[src/hdl/amdfs_pkg.sv]
package amdfs_pkg;

   localparam int MAX_VERTICES_DEFAULT = 16;
   localparam int RESULT_CAP = 16;
   localparam int CNT_W = $clog2(RESULT_CAP + 1);

   localparam int CMD_W = 2;
   localparam int VERTEX_W = 4;
   localparam int VCOUNT_W = 5;
   localparam int VCOUNT_RESET = 16;

   localparam int CSR_ADDR_W = 3;
   localparam int CSR_DATA_W = 32;
   localparam logic REG_VERTEX_COUNT = 1'b0;

   localparam logic [CMD_W-1:0] CMD_SET = 2'd0;
   localparam logic [CMD_W-1:0] CMD_CLEAR = 2'd1;
   localparam logic [CMD_W-1:0] CMD_RUN = 2'd2;

   typedef struct packed {
      logic [CMD_W-1:0] cmd;
      logic [VERTEX_W-1:0] vertex_a;
      logic [VERTEX_W-1:0] vertex_b;
   } req_type;

   typedef struct packed {
      logic [VERTEX_W-1:0] visited_vertex;
      logic any_visited;
      logic last;
   } rsp_type;

   typedef struct packed {
      logic rd_en;
      logic wr_en;
   } mem_ctl_type;

endpackage

[src/hdl/amdfs_csr.sv]
module amdfs_csr #(
   parameter int MAX_VERTICES = amdfs_pkg::MAX_VERTICES_DEFAULT
) (
   input logic clock,
   input logic reset,
   input logic csr_psel,
   input logic csr_penable,
   input logic csr_pwrite,
   input logic [amdfs_pkg::CSR_ADDR_W-1:0] csr_paddr,
   input logic [amdfs_pkg::CSR_DATA_W-1:0] csr_pwdata,
   output logic [amdfs_pkg::CSR_DATA_W-1:0] csr_prdata,
   output logic csr_pready,
   output logic [$clog2(MAX_VERTICES+1)-1:0] used
);
   import amdfs_pkg::*;

   localparam int CW = $clog2(MAX_VERTICES + 1);

   logic [VCOUNT_W-1:0] vcount_ff, vcount_in;
   logic [CW-1:0] used_ff, used_in;
   logic reg_sel;
   logic wr_hit;

   function automatic logic [CW-1:0] clamp_count(input logic [VCOUNT_W-1:0] v);
      if (v == '0) begin
         return CW'(1);
      end else if (int'(v) > MAX_VERTICES) begin
         return CW'(MAX_VERTICES);
      end else begin
         return CW'(v);
      end
   endfunction

   assign reg_sel = csr_paddr[2] == REG_VERTEX_COUNT;
   assign wr_hit = csr_psel && csr_penable && csr_pwrite && reg_sel;
   assign vcount_in = wr_hit ? csr_pwdata[VCOUNT_W-1:0] : vcount_ff;
   assign used_in = wr_hit ? clamp_count(csr_pwdata[VCOUNT_W-1:0]) : used_ff;

   always_ff @(posedge clock) begin
      if (reset) begin
         vcount_ff <= VCOUNT_W'(VCOUNT_RESET);
         used_ff <= clamp_count(VCOUNT_W'(VCOUNT_RESET));
      end else begin
         vcount_ff <= vcount_in;
         used_ff <= used_in;
      end
   end

   assign csr_pready = 1'b1;
   assign csr_prdata = reg_sel ? CSR_DATA_W'(vcount_ff) : '0;
   assign used = used_ff;

endmodule

[src/hdl/amdfs_adj_mem.sv]
module amdfs_adj_mem #(
   parameter int MAX_VERTICES = amdfs_pkg::MAX_VERTICES_DEFAULT
) (
   input logic clock,
   input logic reset,
   input amdfs_pkg::mem_ctl_type ctl,
   input logic [$clog2(MAX_VERTICES)-1:0] rd_addr,
   input logic [$clog2(MAX_VERTICES)-1:0] wr_addr,
   input logic [MAX_VERTICES-1:0] wr_data,
   output logic [MAX_VERTICES-1:0] rd_data
);
   import amdfs_pkg::*;

   logic [MAX_VERTICES-1:0] mem [MAX_VERTICES];
   logic [MAX_VERTICES-1:0] rd_data_ff;
   logic [MAX_VERTICES-1:0] row_valid_ff;
   logic rd_valid_ff;

   // rows never written since reset read as zero
   always_ff @(posedge clock) begin
      if (ctl.wr_en) begin
         mem[wr_addr] <= wr_data;
      end
      if (ctl.rd_en) begin
         rd_data_ff <= mem[rd_addr];
      end
   end

   always_ff @(posedge clock) begin
      if (reset) begin
         row_valid_ff <= '0;
         rd_valid_ff <= 1'b0;
      end else begin
         if (ctl.wr_en) begin
            row_valid_ff[wr_addr] <= 1'b1;
         end
         if (ctl.rd_en) begin
            rd_valid_ff <= row_valid_ff[rd_addr];
         end
      end
   end

   assign rd_data = rd_valid_ff ? rd_data_ff : '0;

endmodule

[src/hdl/amdfs_stack_mem.sv]
module amdfs_stack_mem #(
   parameter int MAX_VERTICES = amdfs_pkg::MAX_VERTICES_DEFAULT
) (
   input logic clock,
   input amdfs_pkg::mem_ctl_type ctl,
   input logic [$clog2(MAX_VERTICES)-1:0] rd_addr,
   input logic [$clog2(MAX_VERTICES)-1:0] wr_addr,
   input logic [$clog2(MAX_VERTICES)-1:0] wr_data,
   output logic [$clog2(MAX_VERTICES)-1:0] rd_data
);
   import amdfs_pkg::*;

   localparam int VW = $clog2(MAX_VERTICES);

   logic [VW-1:0] mem [MAX_VERTICES];
   logic [VW-1:0] rd_data_ff;

   always_ff @(posedge clock) begin
      if (ctl.wr_en) begin
         mem[wr_addr] <= wr_data;
      end
      if (ctl.rd_en) begin
         rd_data_ff <= mem[rd_addr];
      end
   end

   assign rd_data = rd_data_ff;

endmodule

[src/hdl/amdfs_walk.sv]
module amdfs_walk #(
   parameter int MAX_VERTICES = amdfs_pkg::MAX_VERTICES_DEFAULT
) (
   input logic clock,
   input logic reset,
   input logic req_valid,
   output logic req_stall,
   input amdfs_pkg::req_type req_data,
   output logic rsp_valid,
   input logic rsp_stall,
   output amdfs_pkg::rsp_type rsp_data,
   input logic [$clog2(MAX_VERTICES+1)-1:0] used,
   output amdfs_pkg::mem_ctl_type adj_ctl,
   output logic [$clog2(MAX_VERTICES)-1:0] adj_rd_addr,
   output logic [$clog2(MAX_VERTICES)-1:0] adj_wr_addr,
   output logic [MAX_VERTICES-1:0] adj_wr_data,
   input logic [MAX_VERTICES-1:0] adj_rd_data,
   output amdfs_pkg::mem_ctl_type stk_ctl,
   output logic [$clog2(MAX_VERTICES)-1:0] stk_rd_addr,
   output logic [$clog2(MAX_VERTICES)-1:0] stk_wr_addr,
   output logic [$clog2(MAX_VERTICES)-1:0] stk_wr_data,
   input logic [$clog2(MAX_VERTICES)-1:0] stk_rd_data
);
   import amdfs_pkg::*;

   localparam int V = MAX_VERTICES;
   localparam int VW = $clog2(MAX_VERTICES);
   localparam int CW = $clog2(MAX_VERTICES + 1);
   localparam logic [V-1:0] ONE = V'(1);

   typedef enum logic [3:0] {
      ST_IDLE,
      ST_EDGE_RD_A,
      ST_EDGE_WR_A,
      ST_EDGE_RD_B,
      ST_EDGE_WR_B,
      ST_SCAN,
      ST_SCAN_END,
      ST_ROW,
      ST_POP,
      ST_FINAL
   } state_type;

   state_type state_ff, state_in;
   logic set_ff, set_in;
   logic [VW-1:0] va_ff, va_in;
   logic [VW-1:0] vb_ff, vb_in;
   logic [CW-1:0] scan_ff, scan_in;
   logic scan_vld_ff, scan_vld_in;
   logic any_ff, any_in;
   logic [V-1:0] cm_ff, cm_in;
   logic [V-1:0] visited_ff, visited_in;
   logic [VW-1:0] held_ff, held_in;
   logic held_any_ff, held_any_in;
   logic [CNT_W-1:0] cnt_ff, cnt_in;
   logic [CW-1:0] depth_ff, depth_in;
   logic rsp_valid_ff, rsp_valid_in;
   rsp_type rsp_data_ff, rsp_data_in;

   logic out_free;
   logic any_acc;
   logic [V-1:0] used_mask;
   logic [V-1:0] cand;
   logic found;
   logic [VW-1:0] nxt;
   logic below_cap;

   always_comb begin
      for (int k = 0; k < V; k++) begin
         used_mask[k] = k < int'(used);
      end
   end

   assign cand = adj_rd_data & cm_ff & ~visited_ff;
   assign found = |cand;
   assign out_free = !rsp_valid_ff || !rsp_stall;
   assign any_acc = any_ff || (scan_vld_ff && (|(adj_rd_data & cm_ff)));
   assign below_cap = cnt_ff < CNT_W'(RESULT_CAP);

   // lowest unvisited neighbor; lower columns are all done already
   always_comb begin
      nxt = '0;
      for (int k = V - 1; k >= 0; k--) begin
         if (cand[k]) begin
            nxt = VW'(k);
         end
      end
   end

   always_comb begin
      state_in = state_ff;
      set_in = set_ff;
      va_in = va_ff;
      vb_in = vb_ff;
      scan_in = scan_ff;
      scan_vld_in = scan_vld_ff;
      any_in = any_ff;
      cm_in = cm_ff;
      visited_in = visited_ff;
      held_in = held_ff;
      held_any_in = held_any_ff;
      cnt_in = cnt_ff;
      depth_in = depth_ff;
      rsp_valid_in = rsp_valid_ff && rsp_stall;
      rsp_data_in = rsp_data_ff;
      adj_ctl = '0;
      adj_rd_addr = va_ff;
      adj_wr_addr = va_ff;
      adj_wr_data = '0;
      stk_ctl = '0;
      stk_rd_addr = '0;
      stk_wr_addr = '0;
      stk_wr_data = va_ff;

      case (state_ff)
         ST_IDLE: begin
            if (req_valid) begin
               va_in = VW'(req_data.vertex_a);
               vb_in = VW'(req_data.vertex_b);
               set_in = req_data.cmd == CMD_SET;
               case (req_data.cmd)
                  CMD_SET, CMD_CLEAR: begin
                     if (int'(req_data.vertex_a) < V && int'(req_data.vertex_b) < V) begin
                        state_in = ST_EDGE_RD_A;
                     end
                  end
                  CMD_RUN: begin
                     cm_in = used_mask;
                     visited_in = '0;
                     depth_in = '0;
                     scan_in = '0;
                     scan_vld_in = 1'b0;
                     any_in = 1'b0;
                     if (int'(req_data.vertex_a) < int'(used)) begin
                        state_in = ST_SCAN;
                     end else begin
                        held_in = '0;
                        held_any_in = 1'b0;
                        state_in = ST_FINAL;
                     end
                  end
                  default: begin
                  end
               endcase
            end
         end
         ST_EDGE_RD_A: begin
            adj_ctl.rd_en = 1'b1;
            adj_rd_addr = va_ff;
            state_in = ST_EDGE_WR_A;
         end
         ST_EDGE_WR_A: begin
            adj_ctl.wr_en = 1'b1;
            adj_wr_addr = va_ff;
            adj_wr_data = set_ff ? (adj_rd_data | (ONE << vb_ff))
                                 : (adj_rd_data & ~(ONE << vb_ff));
            state_in = ST_EDGE_RD_B;
         end
         ST_EDGE_RD_B: begin
            adj_ctl.rd_en = 1'b1;
            adj_rd_addr = vb_ff;
            state_in = ST_EDGE_WR_B;
         end
         ST_EDGE_WR_B: begin
            adj_ctl.wr_en = 1'b1;
            adj_wr_addr = vb_ff;
            adj_wr_data = set_ff ? (adj_rd_data | (ONE << va_ff))
                                 : (adj_rd_data & ~(ONE << va_ff));
            state_in = ST_IDLE;
         end
         ST_SCAN: begin
            adj_ctl.rd_en = 1'b1;
            adj_rd_addr = scan_ff[VW-1:0];
            scan_in = scan_ff + CW'(1);
            scan_vld_in = 1'b1;
            any_in = any_acc;
            if (scan_ff == used - CW'(1)) begin
               state_in = ST_SCAN_END;
            end
         end
         ST_SCAN_END: begin
            if (any_acc) begin
               visited_in = ONE << va_ff;
               held_in = va_ff;
               held_any_in = 1'b1;
               cnt_in = CNT_W'(1);
               depth_in = CW'(1);
               stk_ctl.wr_en = 1'b1;
               stk_wr_addr = '0;
               stk_wr_data = va_ff;
               adj_ctl.rd_en = 1'b1;
               adj_rd_addr = va_ff;
               state_in = ST_ROW;
            end else begin
               held_in = '0;
               held_any_in = 1'b0;
               state_in = ST_FINAL;
            end
         end
         ST_ROW: begin
            if (found) begin
               if (!below_cap || out_free) begin
                  if (below_cap) begin
                     rsp_valid_in = 1'b1;
                     rsp_data_in.visited_vertex = VERTEX_W'(held_ff);
                     rsp_data_in.any_visited = held_any_ff;
                     rsp_data_in.last = 1'b0;
                     held_in = nxt;
                     cnt_in = cnt_ff + CNT_W'(1);
                  end
                  visited_in = visited_ff | (ONE << nxt);
                  stk_ctl.wr_en = 1'b1;
                  stk_wr_addr = depth_ff[VW-1:0];
                  stk_wr_data = nxt;
                  depth_in = depth_ff + CW'(1);
                  adj_ctl.rd_en = 1'b1;
                  adj_rd_addr = nxt;
               end
            end else begin
               depth_in = depth_ff - CW'(1);
               if (depth_ff == CW'(1)) begin
                  state_in = ST_FINAL;
               end else begin
                  stk_ctl.rd_en = 1'b1;
                  stk_rd_addr = VW'(depth_ff - CW'(2));
                  state_in = ST_POP;
               end
            end
         end
         ST_POP: begin
            adj_ctl.rd_en = 1'b1;
            adj_rd_addr = stk_rd_data;
            state_in = ST_ROW;
         end
         ST_FINAL: begin
            if (out_free) begin
               rsp_valid_in = 1'b1;
               rsp_data_in.visited_vertex = VERTEX_W'(held_ff);
               rsp_data_in.any_visited = held_any_ff;
               rsp_data_in.last = 1'b1;
               state_in = ST_IDLE;
            end
         end
         default: begin
            state_in = ST_IDLE;
         end
      endcase
   end

   always_ff @(posedge clock) begin
      if (reset) begin
         state_ff <= ST_IDLE;
         rsp_valid_ff <= 1'b0;
         depth_ff <= '0;
         cnt_ff <= '0;
         scan_vld_ff <= 1'b0;
         any_ff <= 1'b0;
      end else begin
         state_ff <= state_in;
         rsp_valid_ff <= rsp_valid_in;
         depth_ff <= depth_in;
         cnt_ff <= cnt_in;
         scan_vld_ff <= scan_vld_in;
         any_ff <= any_in;
      end
      set_ff <= set_in;
      va_ff <= va_in;
      vb_ff <= vb_in;
      scan_ff <= scan_in;
      cm_ff <= cm_in;
      visited_ff <= visited_in;
      held_ff <= held_in;
      held_any_ff <= held_any_in;
      rsp_data_ff <= rsp_data_in;
   end

   assign req_stall = state_ff != ST_IDLE;
   assign rsp_valid = rsp_valid_ff;
   assign rsp_data = rsp_data_ff;

   assert property (@(posedge clock) disable iff (reset) depth_ff <= used)
      else $error("walk stack deeper than vertex count");

   assert property (@(posedge clock) disable iff (reset) cnt_ff <= CNT_W'(RESULT_CAP))
      else $error("result count beyond cap");

   assert property (@(posedge clock) disable iff (reset)
      (state_ff == ST_ROW || state_ff == ST_POP) |-> depth_ff != '0)
      else $error("row scan with empty stack");

   assert property (@(posedge clock) disable iff (reset)
      (state_ff == ST_FINAL && out_free) |=> rsp_valid_ff && rsp_data_ff.last)
      else $error("final transaction not flagged last");

endmodule

[src/hdl/adjacency_matrix_dfs.sv]
// Channel  Direction  Payload                             Handshake
// req      in         cmd, vertex_a, vertex_b             req_valid / req_stall
// rsp      out        visited_vertex, any_visited, last   rsp_valid / rsp_stall
// csr      in/out     vertex_count at byte address 0      APB, pready tied high
//
// Set/clear edge: read-modify-write of row A, then of row B (separate states).
// Run: an edge scan of the N used rows, then the walk: a row read per push,
// and a stack read plus a row read per pop.
// Reset: synchronous; adjacency rows read as zero through per-row valid bits.
// rsp is registered; a stalled result holds and the walk waits for the slot.
module adjacency_matrix_dfs #(
   parameter int MAX_VERTICES = amdfs_pkg::MAX_VERTICES_DEFAULT
) (
   input logic clock,
   input logic reset,
   input logic req_valid,
   output logic req_stall,
   input amdfs_pkg::req_type req_data,
   output logic rsp_valid,
   input logic rsp_stall,
   output amdfs_pkg::rsp_type rsp_data,
   input logic csr_psel,
   input logic csr_penable,
   input logic csr_pwrite,
   input logic [amdfs_pkg::CSR_ADDR_W-1:0] csr_paddr,
   input logic [amdfs_pkg::CSR_DATA_W-1:0] csr_pwdata,
   output logic [amdfs_pkg::CSR_DATA_W-1:0] csr_prdata,
   output logic csr_pready
);
   import amdfs_pkg::*;

   localparam int VW = $clog2(MAX_VERTICES);
   localparam int CW = $clog2(MAX_VERTICES + 1);

   logic [CW-1:0] used;
   mem_ctl_type adj_ctl;
   logic [VW-1:0] adj_rd_addr;
   logic [VW-1:0] adj_wr_addr;
   logic [MAX_VERTICES-1:0] adj_wr_data;
   logic [MAX_VERTICES-1:0] adj_rd_data;
   mem_ctl_type stk_ctl;
   logic [VW-1:0] stk_rd_addr;
   logic [VW-1:0] stk_wr_addr;
   logic [VW-1:0] stk_wr_data;
   logic [VW-1:0] stk_rd_data;

   amdfs_csr #(.MAX_VERTICES(MAX_VERTICES)) u_csr (
      .clock(clock),
      .reset(reset),
      .csr_psel(csr_psel),
      .csr_penable(csr_penable),
      .csr_pwrite(csr_pwrite),
      .csr_paddr(csr_paddr),
      .csr_pwdata(csr_pwdata),
      .csr_prdata(csr_prdata),
      .csr_pready(csr_pready),
      .used(used)
   );

   amdfs_adj_mem #(.MAX_VERTICES(MAX_VERTICES)) u_adj_mem (
      .clock(clock),
      .reset(reset),
      .ctl(adj_ctl),
      .rd_addr(adj_rd_addr),
      .wr_addr(adj_wr_addr),
      .wr_data(adj_wr_data),
      .rd_data(adj_rd_data)
   );

   amdfs_stack_mem #(.MAX_VERTICES(MAX_VERTICES)) u_stack_mem (
      .clock(clock),
      .ctl(stk_ctl),
      .rd_addr(stk_rd_addr),
      .wr_addr(stk_wr_addr),
      .wr_data(stk_wr_data),
      .rd_data(stk_rd_data)
   );

   amdfs_walk #(.MAX_VERTICES(MAX_VERTICES)) u_walk (
      .clock(clock),
      .reset(reset),
      .req_valid(req_valid),
      .req_stall(req_stall),
      .req_data(req_data),
      .rsp_valid(rsp_valid),
      .rsp_stall(rsp_stall),
      .rsp_data(rsp_data),
      .used(used),
      .adj_ctl(adj_ctl),
      .adj_rd_addr(adj_rd_addr),
      .adj_wr_addr(adj_wr_addr),
      .adj_wr_data(adj_wr_data),
      .adj_rd_data(adj_rd_data),
      .stk_ctl(stk_ctl),
      .stk_rd_addr(stk_rd_addr),
      .stk_wr_addr(stk_wr_addr),
      .stk_wr_data(stk_wr_data),
      .stk_rd_data(stk_rd_data)
   );

endmodule
[config.mk]
export PLATFORM = sky130hd
export DESIGN_NAME = adjacency_matrix_dfs
export DESIGN_NICKNAME = d
export VERILOG_FILES = /design/src/hdl/amdfs_pkg.sv /design/src/hdl/amdfs_csr.sv /design/src/hdl/amdfs_adj_mem.sv /design/src/hdl/amdfs_stack_mem.sv /design/src/hdl/amdfs_walk.sv /design/src/hdl/adjacency_matrix_dfs.sv
export SDC_FILE = /design/constraint.sdc
export NUM_CORES = 1
export LEC_CHECK = 0
export ABC_CLOCK_PERIOD_IN_PS = 4500
export BUFFER_PORTS_ARGS = -buffer_cell sky130_fd_sc_hd__buf_2
export CORE_UTILIZATION = 40
export DETAILED_ROUTE_END_ITERATION = 12
export PLACE_DENSITY_LB_ADDON = 0.2
export SLEW_MARGIN = 20
export SYNTH_ARGS = -nofsm -noshare
export SYNTH_HDL_FRONTEND = slang
export SYNTH_HIERARCHICAL = 1
export SYNTH_SLANG_ARGS = --single-unit
[constraint.sdc]
create_clock -name clock -period 4.5 [get_ports clock]
set_input_delay 1.35 -clock clock [delete_from_list [all_inputs] [get_ports clock]]
set_output_delay 1.35 -clock clock [all_outputs]
set_load 0.02 [all_outputs]
; Word-level counts from Yosys, hierarchy flattened
; Memory sizes are Yosys's and may differ from the RTL's. A register that Yosys moved wholly into a read port is not among the register bits.
; Index checks and enable logic that the tools add are counted.
[word_totals]
register_bits = 101
mem_bits_rw = 320
input_bits = 52
output_inout_bits = 41
wordCells = 230
mem_count = 2
[op_classes]
n_addsub = 6
n_lt_le_gt_ge = 22
n_eq_ne = 25
shifts = 3
n_mux = 103
bitwise_logic = 12
reduce_logical = 36
[memory_table]
columns = name, words, word_bits, rd, rd_clocked_by_memory_dff, write_ports, line_no
row1 = u_adj_mem.mem, 16, 16, 1, 1, 1, amdfs_adj_mem.sv:14  ; logic [MAX_VERTICES-1:0] mem [MAX_VERTICES];
row2 = u_stack_mem.mem, 16, 4, 1, 1, 1, amdfs_stack_mem.sv:15  ; logic [VW-1:0] mem [MAX_VERTICES];
[ops]
columns = cell, n
row1 = $mux W4, 39
row2 = $mux W16, 8
row3 = $and A16 B16 Y16, 4
row4 = $or A16 B16 Y16, 4
row5 = $mux W5, 11
row6 = $not A16 Y16, 3
row7 = $pmux W16 S3, 1
row8 = $shl A1 B4 Y16 const A, 3
row9 = $lt A4 B5 Y1 const A, 8
row10 = $pmux W4 S9, 1
row11 = $pmux W16 S2, 1
row12 = $reduce_or A16 Y1, 2
row13 = $mux W6, 4
row14 = $mux W1, 23
row15 = $lt A3 B5 Y1 const A, 4
row16 = $pmux W5 S2, 2
row17 = $reduce_and A5 Y1, 4
row18 = $eq A4 B3 Y1 const B, 4
row19 = $pmux W4 S4, 1
row20 = $add A5 B1 Y5 const B, 3
row21 = $pmux W5 S3, 1
row22 = $ne A2 B1 Y1 const B, 7
row23 = $pmux W4 S3, 1
row24 = $pmux W6 S2, 1
row25 = other kinds (41), 67

; Logic depth before layout (Yosys ltp)
[depth]
word_depth = 24
mapped_depth = 15

; Hierarchy
; The synthesis kept the hierarchy.
[modules_own_cells]
columns = mod, instances, cells_per_inst, area_each_um2, seq_area_each_um2
row1 = amdfs_adj_mem, 1, 480, 10966.8, 8508.2
row2 = amdfs_walk, 1, 580, 5212.5, 2052.0
row3 = amdfs_stack_mem, 1, 130, 2706.3, 2042.0
row4 = amdfs_csr, 1, 80, 641.9, 200.2

; Least setup slack after synthesis
; OpenSTA, ideal clock, no wires.
[synth_path]
path_type = input to register
start = input rsp_stall
end = register u_adj_mem.rd_data_ff[0] (read register of u_adj_mem.mem), data pin
setup_ns = 0.272
t_arrival_ns = 3.595
path_slack_ns = 0.633
cell_stages = 9
n_path_buf = 3
path_cell_list = nand2_1 nor2_1 or3_1 buf_2 o211ai_1 buf_2 buf_1 mux4_2 mux4_2
[synth_between]
elab_chain_cells = 6
word_cells_on_any_way = 9
cone_classes = mux (6) / reduce/logical (3)
[synth_lines]
columns = element, line_no
row1 = from (decl), adjacency_matrix_dfs.sv:20  ; input logic rsp_stall,
row2 = $logic_not A1 Y1, amdfs_walk.sv:76  ; assign out_free = !rsp_valid_ff || !rsp_stall;
row3 = $logic_or A1 B1 Y1, amdfs_walk.sv:76
row4 = $logic_or A1 B1 Y1, amdfs_walk.sv:202  ; if (!below_cap || out_free) begin
row5 = $mux W4, amdfs_walk.sv:202
row6 = $mux W4, amdfs_walk.sv:201  ; if (found) begin
row7 = $pmux W4 S4, amdfs_walk.sv:115  ; case (state_ff)
row8 = net adj_rd_addr[1], adjacency_matrix_dfs.sv:37  ; logic [VW-1:0] adj_rd_addr;
row9 = to (decl), amdfs_adj_mem.sv:15  ; logic [MAX_VERTICES-1:0] rd_data_ff;
; The timed path passes the listed nets, and every way through them passes these cells.
; A chain may end at the register's enable or synchronous reset.

; Worst setup path in the final report
[layout_path]
start = register u_adj_mem.rd_valid_ff
end = register u_adj_mem.rd_data_ff[6] (read register of u_adj_mem.mem), data pin
[layout_between]
word_cells_on_any_way = 29
cone_classes = mux (23) / bitwise (2) / reduce/logical (4)
[layout_rtl]
columns = element, line_no
row1 = from (decl), amdfs_adj_mem.sv:17  ; logic rd_valid_ff;
row2 = from (signal assigned), amdfs_adj_mem.sv:38  ; rd_valid_ff <= row_valid_ff[rd_addr];
row3 = $mux W16 *, amdfs_adj_mem.sv:43  ; assign rd_data = rd_valid_ff ? rd_data_ff : '0;
row4 = net adj_rd_data[1], adjacency_matrix_dfs.sv:40  ; logic [MAX_VERTICES-1:0] adj_rd_data;
row5 = $and A16 B16 Y16 * (2 in series), amdfs_walk.sv:74  ; assign cand = adj_rd_data & cm_ff & ~visited_ff;
row6 = $mux W4 (2 in series), amdfs_walk.sv:84  ; if (cand[k]) begin
row7 = $mux W4, amdfs_walk.sv:202
row8 = $mux W4 *, amdfs_walk.sv:201
row9 = $pmux W4 S4 *, amdfs_walk.sv:115
row10 = net adj_rd_addr[0], adjacency_matrix_dfs.sv:37
; The timed path passes the listed nets; every way through them passes the cells marked *.

==> run summary <==
Dpl hpwl: 31,100 µm
IO Port Bufs: 35
Slew HR: 31.7%
Post-route clock skew: 0.0342 ns
CP most frequent cell: mux4_2
Synth Cell Area: 19,500 µm²
Max Freq: 0.241 GHz
Sink Count: 441
Most frequent cells in the layout: edfxtp_1, nor2_1, nand2_1
Largest family of logic cells by synthesized area: multiplexers
Outcome: finished, final reports clean
Number of flops mapped to enable cells by yosys: 397
Max-capacitance violation count: 0
WL final: 48,100 µm
Synth Area in Compound Gates: 5.53%
Mux cell area share after synthesis: 13.7%
R2r setup slk: 0.35 ns
Global route overflow: 0
Worst setup EP type: register
Mapped Cells: 1,270
Tot Pwr: 10.4 mW
Residual DRC: 0
WL/cell: 23.8 µm
Root buf cell: clkbuf_16
Share of flip-flops with an asynchronous set or reset: 0%
First-pass GRT wire length: 72,000 µm
Simple-gate share of the synthesized area: 10.6%
Syn avg cell area: 15.4 µm²
Drt via density: 5.70
Vias in the first global route: 11,200
Register area share after synthesis: 65.6%
Endpoints failing setup: 0
P_leak: 6.99 nW
Total negative slack: 0 ns
Final hold viol count: 0
RSZ-0062 raised after global routing: false
DRT iter0 DRCs: 1,028
Crit path launch type: register
Area after DPL: 20,700 µm²
Required time of the critical path: 4.82 ns
Layout cell share with drive strength beyond 1: 21.9%
Cell type of the slowest stage on the worst timing path: nor4_2
Cell area after layout: 22,200 µm²
Number of buffers created by CTS: 47
Post-synthesis sequential element count: 441
Die Span X: 223 µm
First drt pass iteration count: 5
Total die area: 49,700 µm²
Via total after detailed routing: 11,500
Row cnt: 80
Delay-heaviest family, CP: simple AND/OR/NAND/NOR gates
Xor/xnor cell area share of the yosys netlist: 0.564%
P per Cell Area: 466 nW/µm²
Crit-path max cell delay: 0.58 ns
Syn. warnings: 6
CTS tree: done
CTS H-Tree Depth: 2
CTS clock-pin slew for the worst setup and hold paths: 0.06 ns
Dominant synthesized flop cell: edfxtp_1
Crit path time final: 4.15 ns
GRT Total Usage: 19.5%
Synth unique cells: 81
Post-layout util: 46.3%
Largest net degree at the start of global routing: 67
Kind of critical path: register to register
Starting Density: 40.7%
Commonest non-fill, non-tap cell in the layout: edfxtp_1
# nets final: 1,426
Crit-path cells: and2_1 > and3b_1 > nor4_2 > a41oi_1 > o22ai_1 > nand2_1 > nand3_4 > buf_12 > mux4_2 > mux4_2
CORE AREA: 47,900 µm²
IO Count: 93
CTS resizes: 0
Synth Area in Adders: 0.833%
Final critical-path share of the clock period: 92.2%
Worst vdd ir: 0.295 mV
Gpl congestion: 0.943
Clk_lat worst skew: 0.61 ns
DRT antenna net count: 0
Antenna violations before repair: 2
Setup Fix Bufs, Post-CTS: 0
CP arrival: 4.47 ns
Die height: 223 µm
Slew Limit Fails: 0
Crit-path max FO: 17
Slew of the pin with the lowest slew margin: 1.02 ns
CTS Buffer Depth: 3
Critical path buffers and inverters: 1
Synthesis-to-finish area growth: 13.7%
Hold-fix buffers, CTS: 0
Worst Hold Class: register to register
==> cell type report <==
type | count | area, µm²
antenna | 2 | 5.00
timing repair buffer | 107 | 801
sequential | 441 | 12800
multi-input combinational | 745 | 6310
clock buffer | 64 | 1250
tap | 615 | 769
clock inverter | 24 | 189
fill | 4143 | 25700
inverter | 19 | 71.3
==> per-layer routing <==
metal | wire (µm) | track usage (%) | vias to the layer above
met1 | 21300 | 27.0 | 5934
met5 | 0 | 0 | -
met2 | 23100 | 31.3 | 349
met4 | 1030 | 6.34 | 0
li1 | - | - | 5138
met3 | 2620 | 3.06 | 69
==> cells in the mapped netlist (5+ instances only) <==
cell type / instances / area share [%]
edfxtp_1: 397 / 61
nor2_1: 119 / 2.3
nand2_1: 95 / 1.8
mux4_2: 78 / 9.0
dfxtp_1: 44 / 4.5
clkbuf_1: 42 / 0.81
mux2i_1: 34 / 1.7
nor3_1: 34 / 0.87
buf_4: 28 / 1.1
nand3_1: 26 / 0.67
a21oi_1: 25 / 0.64
o21ai_0: 25 / 0.64
and2_1: 20 / 0.64
mux4_1: 20 / 2.7
inv_1: 19 / 0.37
nand2b_1: 18 / 0.58
o22ai_1: 18 / 0.58
o221ai_1: 16 / 0.72
and3b_1: 14 / 0.63
a22oi_1: 13 / 0.50
ha_1: 13 / 0.83
nand3b_1: 13 / 0.50
buf_2: 9 / 0.23
o211ai_1: 9 / 0.35
nor2b_1: 7 / 0.22
nand4_1: 6 / 0.19
or2_2: 6 / 0.19
or3_1: 6 / 0.19
xnor2_1: 6 / 0.27
a21boi_0: 5 / 0.19
and2b_2: 5 / 0.22
and3_1: 5 / 0.16
buf_6: 5 / 0.29
mux2_2: 5 / 0.29
or3b_2: 5 / 0.22
==> path summary, 6_finish.rpt <==
| check | start | end | depth (start not counted) |
|---|---|---|---|
| setup / recovery | u_adj_mem/rd_valid_ff | u_adj_mem/rd_data_ff[6] | 10 |
| hold / removal | u_walk/held_ff[3] | u_walk/rsp_data[5] | 0 |
| setup reg to reg | u_adj_mem/rd_valid_ff | u_adj_mem/rd_data_ff[6] | 10 |
| hold reg to reg | u_walk/held_ff[3] | u_walk/rsp_data[5] | 0 |
==> cells by family after synthesis <==
kind of cell / Yosys count
other: 2
xor gates and xnor gates: 11
AOI/OAI and AO/OA: 153
and+or+nand+nor: 403
buffers and inverters: 110
DFF: 441
adders and majority gates: 13
muxes: 137
==> power breakdown <==
group / internal (mW) / leakage, nW / switching, mW
logic: 0.788 / 2.59 / 1.05
registers: 4.71 / 3.71 / 0.176
clock network: 2.02 / 0.698 / 1.60
==> state kept, by name, indices dropped and copies added, names as in the netlist, 6 cells and up <==
name	cells
u_adj_mem/mem	256
u_stack_mem/mem	64
u_adj_mem/rd_data_ff	16
u_adj_mem/row_valid_ff	16
u_walk/cm_ff	16
u_walk/visited_ff	16
u_walk/rsp_data	6
==> worst reg2reg max path, stage by stage (launching register included) <==
cell and delay [ns]:
dfxtp_1 0.48, and2_1 0.30, and3b_1 0.25, nor4_2 0.58, a41oi_1 0.25, o22ai_1 0.29, nand2_1 0.13, nand3_4 0.31
buf_12 0.27, mux4_2 0.56, mux4_2 0.48
==> per-stage QoR <==
stage | worst slack [ns] | cells | hold slack, ns
3_3_place_gp | 0.246 | 1925 | 0.401
4_1_cts | 0.385 | 2015 | 0.420
2_1_floorplan | 0.633 | 1296 | 0.400
6_report | 0.353 | 2017 | 0.418
5_1_grt | 0.182 | 2017 | 0.423
3_5_place_dp | 0.241 | 1927 | 0.405
No activity file was read; power rests on OpenSTA's default activity.
